File: config.mk
export PLATFORM = sky130hd
export DESIGN_NAME = mau_unit
export DESIGN_NICKNAME = d
export VERILOG_FILES = /design/src/rtl/core/mau_pkg.sv /design/src/rtl/core/mau_unit.sv
export SDC_FILE = /design/constraint.sdc
export NUM_CORES = 1
export LEC_CHECK = 0
export ABC_CLOCK_PERIOD_IN_PS = 8140
export BUFFER_PORTS_ARGS = -buffer_cell sky130_fd_sc_hd__buf_2
export CAP_MARGIN = 20
export CORE_ASPECT_RATIO = 0.6
export CORE_UTILIZATION = 30
export CTS_BUF_LIST = sky130_fd_sc_hd__clkbuf_4 sky130_fd_sc_hd__clkbuf_8
export CTS_CLUSTER_SIZE = 10
export DETAILED_ROUTE_END_ITERATION = 10
export HOLD_SLACK_MARGIN = 0.06
export PLACE_DENSITY = 0.58
export SETUP_SLACK_MARGIN = 0.02
export SLEW_MARGIN = 0
export SYNTH_ARGS = -nofsm -noshare
export SYNTH_HDL_FRONTEND = slang
export SYNTH_SLANG_ARGS = --single-unit
File: constraint.sdc
create_clock -name clk -period 8.14 [get_ports clk]
set_input_delay 1.221 -clock clk [delete_from_list [all_inputs] [get_ports clk]]
set_output_delay 1.221 -clock clk [all_outputs]
set_load 0.05 [all_outputs]
File: src/rtl/core/mau_pkg.sv
// Package for the modular arithmetic unit: widths, opcodes, sequencer states.
// No dependencies.
`default_nettype none
package mau_pkg;
  localparam int MOD_WIDTH = 31;
  localparam int EXP_WIDTH = 64;
  localparam int A_WIDTH = 32;
  localparam int B_WIDTH = 64;
  localparam int OP_WIDTH = 3;
  localparam int ADDR_WIDTH = 2;
  localparam logic [MOD_WIDTH-1:0] MOD_RESET = MOD_WIDTH'(1000000007);

  typedef enum logic [OP_WIDTH-1:0] {
    OP_ADD = 3'd0, OP_SUB = 3'd1, OP_MUL = 3'd2, OP_DIV = 3'd3,
    OP_POW = 3'd4, OP_INV = 3'd5, OP_NEG = 3'd6, OP_NONE = 3'd7
  } op_t;

  typedef enum logic [1:0] {
    REG_MODULUS = 2'd0
  } reg_addr_t;

  // shared unit commands
  typedef enum logic [1:0] {
    U_RED = 2'd0,   // x mod m, restoring, 64-bit dividend
    U_MUL = 2'd1,   // x*y mod m, shift and add
    U_DIV = 2'd2    // x / y and remainder (Euclid step)
  } ucmd_t;

  typedef enum logic [4:0] {
    S_IDLE, S_RED_A, S_RED_B, S_DISPATCH, S_INV_DIV, S_INV_Q, S_INV_MUL,
    S_INV_UPD, S_INV_END, S_POW_CHK, S_POW_MUL, S_POW_SQR, S_DIV_MUL, S_DONE
  } state_t;
endpackage
`default_nettype wire

File: src/rtl/core/mau_unit.sv
// Shared bit-serial unit: 64/m reduction, modular multiply, and 64-bit divide.
// Depends on mau_pkg; one bit per cycle.
`default_nettype none
module mau_unit (
  input  wire logic clk,
  input  wire logic rst,
  input  wire logic start,
  input  wire mau_pkg::ucmd_t cmd,
  input  wire logic [63:0] x,
  input  wire logic [63:0] y,
  input  wire logic [63:0] m,
  output logic busy,
  output logic done,
  output logic [63:0] quo,
  output logic [63:0] rem
);
  logic [63:0] xs;
  logic [63:0] ys;
  logic [63:0] mr;
  logic [6:0] cnt;
  mau_pkg::ucmd_t c;
  logic [64:0] trial;
  logic [64:0] dbl;
  logic [64:0] sum;
  logic [63:0] dbl_r;
  logic [63:0] sum_r;

  always_comb begin
    trial = {rem, xs[63]} - {1'b0, ys};
    dbl = {rem, 1'b0};
    dbl_r = (dbl >= {1'b0, mr}) ? 64'(dbl - {1'b0, mr}) : dbl[63:0];
    sum = {1'b0, dbl_r} + {1'b0, xs};
    sum_r = (sum >= {1'b0, mr}) ? 64'(sum - {1'b0, mr}) : sum[63:0];
  end

  always_ff @(posedge clk) begin
    done <= 1'b0;
    if (rst) begin
      busy <= 1'b0;
    end else if (start) begin
      busy <= 1'b1;
      c <= cmd;
      cnt <= 7'd64;
      rem <= '0;
      quo <= '0;
      mr <= m;
      case (cmd)
        mau_pkg::U_RED: begin xs <= x; ys <= m; end
        mau_pkg::U_MUL: begin xs <= x; ys <= y; end
        default: begin xs <= x; ys <= y; end
      endcase
    end else if (busy) begin
      cnt <= cnt - 7'd1;
      if (cnt == 7'd1) begin
        busy <= 1'b0;
        done <= 1'b1;
      end
      if (c == mau_pkg::U_MUL) begin
        // Horner over multiplier bits, msb first
        rem <= ys[63] ? sum_r : dbl_r;
        ys <= {ys[62:0], 1'b0};
      end else begin
        xs <= {xs[62:0], 1'b0};
        if (!trial[64]) begin
          rem <= trial[63:0];
          quo <= {quo[62:0], 1'b1};
        end else begin
          rem <= {rem[62:0], xs[63]};
          quo <= {quo[62:0], 1'b0};
        end
      end
    end
  end

  assert property (@(posedge clk) disable iff (rst) start |=> busy)
    else $error("unit not busy after start");
  assert property (@(posedge clk) disable iff (rst) done |-> !busy)
    else $error("unit done while busy");
  assert property (@(posedge clk) disable iff (rst)
    (busy && !start && c == mau_pkg::U_MUL) |-> rem < mr)
    else $error("mul accumulator out of range");
endmodule
`default_nettype wire
# [Yosys cells after proc, flatten, opt, wreduce, memory -nomap -nowiden]
# Index checks and enable logic that the tools add are counted.
[totals] inputBits=197 output_inout_bits=130 elab_cells=50 register_bits=331
[op_classes] bitwise_logic=2 addsub=5 n_lt_le_gt_ge=2 mux=21 eq_ne=3 reduce_logical=8
[op_table] cell="2-to-1 mux 64 bit" count=15
[op_table] cell=">= comparator 65 x 64 -> 1 bit" count=2
[op_table] cell="subtractor 64 bit" count=2
[op_table] cell="adder 64 x 64 -> 65 bit" count=1
[op_table] cell="subtractor 65 x 64 -> 65 bit" count=1
[op_table] cell="equality test 7 x 1 -> 1 bit (second input constant)" count=1
[op_table] cell="2-to-1 mux 7 bit" count=1
[op_table] cell="subtractor 7 x 1 -> 7 bit (second input constant)" count=1
[op_table] cell="AND reduction 3 bit" count=2
[op_table] cell="2-to-1 mux 1 bit" count=5
[op_table] cell="AND reduction 2 bit" count=2
[op_table] cell="nonzero test 2 bit" count=2
[op_table] cell="OR reduction 3 bit" count=1
[op_table] cell="equality test 2 x 1 -> 1 bit (second input constant)" count=1
[op_table] cell="zero test 2 bit" count=1
[op_table] cell="inequality test 2 bit (second input constant)" count=1
[op_table] cell="inverter 1 bit" count=2

# [Depth between registers and ports, before layout]
# Gate-level depths: netlist of run 1.
[logic_depth] depth_word=8 ltp_mapped=41 depth_no_buf=36

# [Worst setup path before layout of run 1]
# OpenSTA, ideal clock, no wires.
[synth_path] path_type="flip-flop to flip-flop" start="register rem[5]" end="register rem[34] (data pin)" setup_time_ns=0.271 period_less_slack_ns=7.951 path_buffers=4 stages_incl_launch_ff=36 t_required_ns=7.869 path_slack_ns=0.189 arrival_time_ns=7.679 cell_sequence="edfxtp_1 -> ha_1 -> nand3_1 -> a211oi_2 -> o21ai_2 -> a2111oi_4 -> o211ai_2 -> a31oi_2 -> o2111ai_2 -> and2_1 -> buf_6 -> clkbuf_1 -> nor2_1 -> ha_1 -> inv_1 -> fa_1 -> nand2b_1 -> a211oi_1 -> o21ai_0 -> a2111oi_2 -> o31ai_4 -> o21ai_0 -> a211oi_1 -> xnor2_1 -> ha_1 -> clkbuf_1 -> nand3_1 -> or4_1 -> nor4_1 -> a211oi_1 -> o21a_1 -> o211ai_2 -> buf_2 -> mux2_2 -> o21ai_0 -> o22ai_1"
[synth_via] elab_chain_cells=8 word_cells_on_any_way=12 cone_classes="add/sub: 4; order compare: 2; mux: 6"
[synth_lines] element="start: declaration" line="mau_unit.sv:15" source="output logic [63:0] rem"
[synth_lines] element="start signal: assignment" line="mau_unit.sv:60" source="rem <= ys[63] ? sum_r : dbl_r;"
[synth_lines] element="start signal: assignment" line="mau_unit.sv:65" source="rem <= trial[63:0];"
[synth_lines] element="start signal: assignment" line="mau_unit.sv:68" source="rem <= {rem[62:0], xs[63]};"
[synth_lines] element="subtractor 64 bit / >= comparator 65 x 64 -> 1 bit (equally long branches)" line="mau_unit.sv:31" source="dbl_r = (dbl >= {1'b0, mr}) ? 64'(dbl - {1'b0, mr}) : dbl[63:0];"
[synth_lines] element="2-to-1 mux 64 bit" line="mau_unit.sv:31"
[synth_lines] element="adder 64 x 64 -> 65 bit" line="mau_unit.sv:32" source="sum = {1'b0, dbl_r} + {1'b0, xs};"
[synth_lines] element="subtractor 64 bit / >= comparator 65 x 64 -> 1 bit (equally long branches)" line="mau_unit.sv:33" source="sum_r = (sum >= {1'b0, mr}) ? 64'(sum - {1'b0, mr}) : sum[63:0];"
[synth_lines] element="2-to-1 mux 64 bit" line="mau_unit.sv:33"
[synth_lines] element="2-to-1 mux 64 bit" line="mau_unit.sv:60"
[synth_lines] element="2-to-1 mux 64 bit *" line="mau_unit.sv:58" source="if (c == mau_pkg::U_MUL) begin"
[synth_lines] element="2-to-1 mux 64 bit *" line="mau_unit.sv:52" source="end else if (busy) begin"
# Mark *: on every way between the ends. The rest lies on a longest branch, timed or not. The select of a mux whose other input is x is not followed.
# A chain may end at the register's enable or synchronous reset.

# [Worst setup path in the final report of run 1]
[layout_path] start="register rem[25]" end="register rem[47] (data pin)"
# The elaborated chain is that of the path after synthesis.

==> results of run 1 <==
worst max-delay path: cells and delay by family (launching register included):
kind	cells	cell delay [ns]
AO/OA/AOI/OAI	18	3.22
AND/OR/NAND/NOR	8	2.03
adder cells (fa/ha/maj)	3	0.94
buffers and inverters	5	0.77
flip-flops	1	0.48
XOR/XNOR	2	0.39
per-stage QoR:
stage	power, mW	hold slack [ns]	area (µm²)	setup slack [ns]	setup TNS, ns
2_1_floorplan	10.6	0.543	31800	0.189	0
3_3_place_gp	18.5	0.535	41400	-0.567	-23.64
3_5_place_dp	18.4	0.545	41400	-0.735	-36.56
4_1_cts	20.8	0.562	43400	0.0209	0
5_1_grt	25.0	0.578	46100	-0.157	-5.21
6_report	24.0	0.560	46100	0.0498	0
how the worst min path moves through the flow:
stage | to | slack, ns
after detailed placement | quo[9]$_SDFFCE_PP0P_ | 0.55
after global placement | quo[7]$_SDFFCE_PP0P_ | 0.53
after global routing | quo[41]$_SDFFCE_PP0P_ | 0.58
final | quo[30]$_SDFFCE_PP0P_ | 0.56
after CTS | quo[34]$_SDFFCE_PP0P_ | 0.56
after floorplan | busy$_SDFF_PP0_ | 0.54
metal layers:
layer / global-route usage (%) / vias up / share of wire (%)
met4: 4.76 / 8 / 1.6
met2: 30.5 / 1962 / 34
li1: - / 16000 / -
met1: 41.9 / 16500 / 48
met5: 0 / - / 0.14
met3: 13.4 / 138 / 16
power by group through the flow:
stage	clock network (mW)	logic (mW)	registers [mW]
6_report	1.82	20.0	2.22
3_3_place_gp	0	16.3	2.24
2_1_floorplan	0	8.04	2.52
4_1_cts	1.85	16.8	2.21
5_1_grt	1.91	20.9	2.23
3_5_place_dp	0	16.2	2.23
flip-flops by register name, summed over array words and instances (netlist names):
register  cells
busy          1
ys           64
mr           64
done          1
quo          64
xs           64
c             2
cnt           7
rem          64
what timing repair did:
| action | CTS | global route |
|---|---|---|
| setup endpoints to repair | 64 | 64 |
| gates cloned | 0 | 7 |
| hold buffers | 0 | 0 |
| pin swaps | 26 | 175 |
| gates resized for setup | 117 | 446 |
| buffers inserted | 13 | 66 |
logic make-up after synthesis:
logic type                 share of synthesized area (%)
adders and majority gates                           10.4
muxes                                               7.75
AOI/OAI and AO/OA                                   24.1
buffers and inverters                               5.01
and+or+nand+nor                                     15.1
xor gates and xnor gates                            6.49
DFF                                                 31.2
cells in the mapped netlist, drive strengths merged (15+ instances only):
cell type	n	share of area [%]
nand3	85	1.3
nand4	79	1.6
nor3	47	0.74
buf	42	0.82
ha	258	10
nor2	268	3.2
xor2	87	2.4
nand2	269	3.2
and2	24	0.47
a211o	15	0.41
o22ai	40	0.79
clkbuf	145	1.7
a211oi	36	0.88
xnor2	149	4.1
o31ai	22	0.62
mux2i	119	3.8
o21a	27	0.64
a31oi	39	0.83
edfxtp	329	31
o211ai	43	1.1
nand2b	29	0.57
a21oi	403	6.4
o21bai	58	1.4
inv	209	2.5
a21boi	17	0.40
nor2b	91	1.8
and3	33	0.65
a21o	121	2.9
mux2	113	4.0
a221o	17	0.53
o21ai	226	3.6
layout make-up:
type,instances,area (µm²),area share (%)
tap,1410,1760,3.82
multi-input combinational,2911,22900,49.6
antenna,2,5.00,0.0108
timing repair buffer,1327,9500,20.6
clock inverter,32,367,0.794
clock buffer,71,896,1.94
sequential,331,9920,21.5
inverter,210,791,1.71
==> impl_metrics.env, run 1 <==
export IMPL_yosysWarnings=0
export IMPL_worstHoldStart="quo[29]$_SDFFCE_PP0P_"
export IMPL_core_um2=105000
export IMPL_path_max_fanout=8
export IMPL_clock_latency_ns=0.78
export IMPL_cap_viol_max_count=0
export IMPL_power_internal_mw=12.2
export IMPL_nets=5298
export IMPL_synthArstFlopShare_pct=0
export IMPL_post_route_drc_count=0
export IMPL_syn_inst=3639
export IMPL_fin_skew_ns=0.0754
export IMPL_pin_count=327
export IMPL_h_tree_depth=2
export IMPL_drt_iter0_drc=4301
export IMPL_wirelength_mm=153
export IMPL_syn2layout_area_growth_pct=44.9
export IMPL_tightest_slew_ns=1.11
export IMPL_hold_viol=0
export IMPL_ir_worst_vdd_uv=291
export IMPL_avgSynthCellArea_um2=8.75
export IMPL_cts_buffers=58
export IMPL_switchingPower_mw=11.8
export IMPL_fmax_mhz=124
export IMPL_grt_usage_pct=26.6
export IMPL_grt_overflow_total=0
export IMPL_power_frac_seq_pct=9.3
export IMPL_die_h_um=254
export IMPL_hold_path_class="flop to flop"
export IMPL_r2r_cells=36
export IMPL_fin_crit_sh_pct=99.4
export IMPL_cts_buffer_depth=3
export IMPL_dieWidth_um=423
export IMPL_final_cells=6294
export IMPL_layout_common_cells="957 x buf_4, 331 x a21oi_1, 329 x edfxtp_1"
export IMPL_syn_nets=4098
export IMPL_ys_flop_type="edfxtp_1"
export IMPL_status="finished clean"
export IMPL_synth_edff_count=329
export IMPL_gp_congestion=1.05
export IMPL_timing_rr_end="rem[47]$_SDFFCE_PP0P_"
export IMPL_place_inst=6104
export IMPL_crit_path_frequent_cell="buf_4"
export IMPL_crit_path_start="rem[25]$_SDFFCE_PP0P_"
export IMPL_slew_headroom_pct=26.1
export IMPL_synth_area_um2=31800
export IMPL_leakage_nw=20.3
export IMPL_setup_viol=0
export IMPL_critPathLaunchType="flop"
export IMPL_dpl_hpwl_mm=123
export IMPL_io_buffers=326
export IMPL_rsz0062_at_grt="true"
export IMPL_cp_slowest_stage_delay_ns=0.55
export IMPL_first_pass_iters=6
export IMPL_clock_power_share_pct=7.6
export IMPL_reg2reg_slack_ns=0.05
export IMPL_ys_types=101
export IMPL_cp_endpoint="rem[47]$_SDFFCE_PP0P_"
export IMPL_cts_tree="built"
export IMPL_start_util_pct=30.3
export IMPL_swShare_pct=49.2
export IMPL_grt_pass1_wl_mm=211
export IMPL_grt_start_max_net_pins=176
export IMPL_via_per_inst=5.49
export IMPL_clock_sinks=331
export IMPL_holdPathStages=1
export IMPL_endpoint_kind="flop"
export IMPL_drv_slew=0
export IMPL_route_vias_total=34600
export IMPL_critPathArrivalTime_ns=8.58
export IMPL_ys_seq_area_share_pct=31.2
export IMPL_power_frac_comb_pct=83.2
export IMPL_antenna_found_initial=5
export IMPL_ys_seq_elements=331
export IMPL_drt_wirelength_per_cell_um=24.3
export IMPL_crit_path_top_delay_cell="or4_4"
export IMPL_drive_gt1_share_pct=39.8
export IMPL_ant_nets=0
export IMPL_rows=92
export IMPL_final_core_util_pct=43.9
export IMPL_grt_pass1_vias=31300
export IMPL_path_class="flop to flop"
export IMPL_root_buffer="clkbuf_8"
export IMPL_reg2reg_from="rem[25]$_SDFFCE_PP0P_"
export IMPL_required_ns=8.63
export IMPL_final_common_cell="buf_4"
export IMPL_period_needed_ns=8.09
export IMPL_powerDensity_nw_per_um2=520
export IMPL_clkTransAtPathRegs_ns=0.06
export IMPL_die_area_um2=107000
export IMPL_nFillCells=10200
(Power assumes the default switching activity.)
==> inputs of run 2 (changes only) <==
--- a/config.mk
+++ b/config.mk
@@ -15,7 +15,7 @@
 export DETAILED_ROUTE_END_ITERATION = 10
 export HOLD_SLACK_MARGIN = 0.06
 export PLACE_DENSITY = 0.58
-export SETUP_SLACK_MARGIN = 0.02
+export SETUP_SLACK_MARGIN = 0.1
 export SLEW_MARGIN = 0
 export SYNTH_ARGS = -nofsm -noshare
 export SYNTH_HDL_FRONTEND = slang
==> run 2 against run 1 <==
Flip-flop and latch count is the same. Combinational power about the same. Power shrank 0.55%. Via count about the same. Largest power group unchanged. The flow now finishes with violations (setup timing). Worst setup slack got worse by 0.089 ns. Non-clock buffer count down 8. Clock-buffer cell count stayed put. Highest routed layer unchanged. Largest cell class unchanged. Maximum frequency fell by 1.1%. Final cell count shrank 0.14%.
==> impl_metrics.env, run 2 (synthesis gave the netlist of run 1 again) <==
export IMPL_status="finished with violations"
export IMPL_violations="setup timing"
export IMPL_fin_crit_sh_pct=100
export IMPL_drt_wirelength_per_cell_um=24.2
export IMPL_clkTransAtPathRegs_ns=0.07
export IMPL_dpl_instance_area_um2=41400
export IMPL_power_internal_mw=12.1
export IMPL_cts_hold_buf=0
export IMPL_fmax_mhz=122
export IMPL_cp_slowest_stage_delay_ns=0.55
export IMPL_drv_slew=0
export IMPL_power_frac_comb_pct=83.1
export IMPL_route_vias_total=34500
export IMPL_critPathArrivalTime_ns=8.61
export IMPL_ant_nets=0
export IMPL_hold_viol=0
export IMPL_die_area_um2=107000
export IMPL_ir_worst_vdd_uv=280
export IMPL_drt_iter0_drc=4086
export IMPL_setup_tns_ns=-0.108
export IMPL_critPathLaunchType="flop"
export IMPL_required_ns=8.57
export IMPL_root_buffer="clkbuf_8"
export IMPL_swShare_pct=49.3
export IMPL_reg2reg_slack_ns=-0.04
export IMPL_reg2reg_from="rem[1]$_SDFFCE_PP0P_"
export IMPL_wirelength_mm=152
export IMPL_die_h_um=254
export IMPL_tightest_slew_ns=1.10
export IMPL_via_per_inst=5.49
export IMPL_endpoint_kind="flop"
export IMPL_crit_path_frequent_cell="ha_4"
export IMPL_fin_ws_ns=-0.0393
export IMPL_io_buffers=326
export IMPL_grt_pass1_vias=31300
export IMPL_h_tree_depth=2
export IMPL_grt_overflow_total=0
export IMPL_leakage_nw=20.2
export IMPL_hold_path_class="flop to flop"
export IMPL_start_util_pct=30.3
export IMPL_dieWidth_um=423
export IMPL_design_area_um2=45900
export IMPL_grt_start_max_net_pins=176
export IMPL_clock_sinks=331
export IMPL_setup_viol=6
export IMPL_cts_buffer_depth=3
export IMPL_powerDensity_nw_per_um2=520
export IMPL_core_um2=105000
export IMPL_nets=5290
export IMPL_final_core_util_pct=43.7
export IMPL_cts_buffers=58
export IMPL_syn2layout_area_growth_pct=44.2
export IMPL_power_frac_seq_pct=9.3
export IMPL_post_route_drc_count=0
export IMPL_fin_skew_ns=0.0681
export IMPL_first_pass_iters=6
export IMPL_slew_headroom_pct=26.6
export IMPL_cap_viol_max_count=0
export IMPL_drive_gt1_share_pct=39.1
export IMPL_switchingPower_mw=11.8
export IMPL_final_common_cell="buf_4"
export IMPL_final_cells=6285
export IMPL_crit_path_start="rem[1]$_SDFFCE_PP0P_"
export IMPL_clock_power_share_pct=7.6
export IMPL_r2r_cells=39
export IMPL_period_needed_ns=8.18
export IMPL_grt_usage_pct=26.7
export IMPL_cts_tree="built"
export IMPL_path_class="flop to flop"
export IMPL_rsz0062_at_grt="true"
export IMPL_p_total_mw=23.9
export IMPL_crit_path_top_delay_cell="or4_4"
export IMPL_cp_endpoint="rem[5]$_SDFFCE_PP0P_"
export IMPL_grt_pass1_wl_mm=212
export IMPL_rows=92
export IMPL_gp_congestion=1.05
export IMPL_clock_latency_ns=0.78
export IMPL_antenna_found_initial=4
export IMPL_timing_rr_end="rem[5]$_SDFFCE_PP0P_"
export IMPL_layout_common_cells="951 x buf_4, 334 x a21oi_1, 329 x edfxtp_1"
export IMPL_dpl_hpwl_mm=123
export IMPL_path_max_fanout=8
export IMPL_pin_count=327
export IMPL_place_inst=6104
==> run 2: changes by cell type in the layout (fill, tap and decap cells not counted), sizes merged <==
cell	before	now
clkbuf	77	76
buf	1321	1314
diode	2	1
==> run 2: power by group through the flow <==
stage               clock network [mW]  logic, mW  registers (mW)
floorplan                            0       8.04            2.52
global placement                     0       16.3            2.24
detailed placement                   0       16.2            2.23
CTS                               1.85       16.9            2.21
global route                      1.91       20.7            2.23
finish                            1.82       19.8            2.22
==> run 2: critical path, delay by kind of cell, from the launching register on <==
| kind | cells | cell delay [ns] |
|---|---|---|
| AO/OA/AOI/OAI | 18 | 3.45 |
| XOR/XNOR | 1 | 0.21 |
| adder cells (fa/ha/maj) | 3 | 0.79 |
| buffers and inverters | 9 | 1.18 |
| flip-flops | 1 | 0.43 |
| multiplexers | 1 | 0.41 |
| AND/OR/NAND/NOR | 7 | 1.33 |
==> run 2: layer usage <==
metal  vias up  GRT usage (%)  share of wire [%]
met2      1880           30.4                 34
met4         4           5.26                2.0
met1     16500           42.0                 48
met5         -              0              0.016
met3       161           13.2                 16
li1      16000              -                  -
==> run 2: how the worst min path moves through the flow <==
| stage | startpoint | to | slack, ns | cells past startpoint |
|---|---|---|---|---|
| after CTS | quo[33]$_SDFFCE_PP0P_ | quo[34]$_SDFFCE_PP0P_ | 0.56 | 1 |
| after global routing | quo[40]$_SDFFCE_PP0P_ | quo[41]$_SDFFCE_PP0P_ | 0.58 | 1 |
| after global placement | quo[6]$_SDFFCE_PP0P_ | quo[7]$_SDFFCE_PP0P_ | 0.53 | 1 |
| final | quo[29]$_SDFFCE_PP0P_ | quo[30]$_SDFFCE_PP0P_ | 0.56 | 1 |
| after detailed placement | quo[8]$_SDFFCE_PP0P_ | quo[9]$_SDFFCE_PP0P_ | 0.55 | 1 |
| after floorplan | cnt[6]$_SDFFCE_PP1P_ | busy$_SDFF_PP0_ | 0.54 | 2 |
==> run 2: cell type report <==
type	instances	area [µm²]
Clock buffer	71	896
Antenna cell	1	2.50
Clock inverter	32	367
Multi-Input combinational cell	2911	22800
Timing Repair Buffer	1319	9400
Tap cell	1410	1760
Sequential cell	331	9920
Fill cell	10200	59200
Inverter	210	788
==> run 2: repair_timing <==
action | in CTS | in global routing
setup endpoints to repair | 64 | 64
gates cloned | 0 | 6
pin swaps | 34 | 169
buffers inserted | 15 | 57
resized for setup | 148 | 379
==> run 2: stage by stage <==
stage	hold slack [ns]	setup slack [ns]
6_report	0.560	-0.0393
5_1_grt	0.578	-0.318
4_1_cts	0.562	0.0718
3_5_place_dp	0.545	-0.735
3_3_place_gp	0.535	-0.567
2_1_floorplan	0.543	0.189
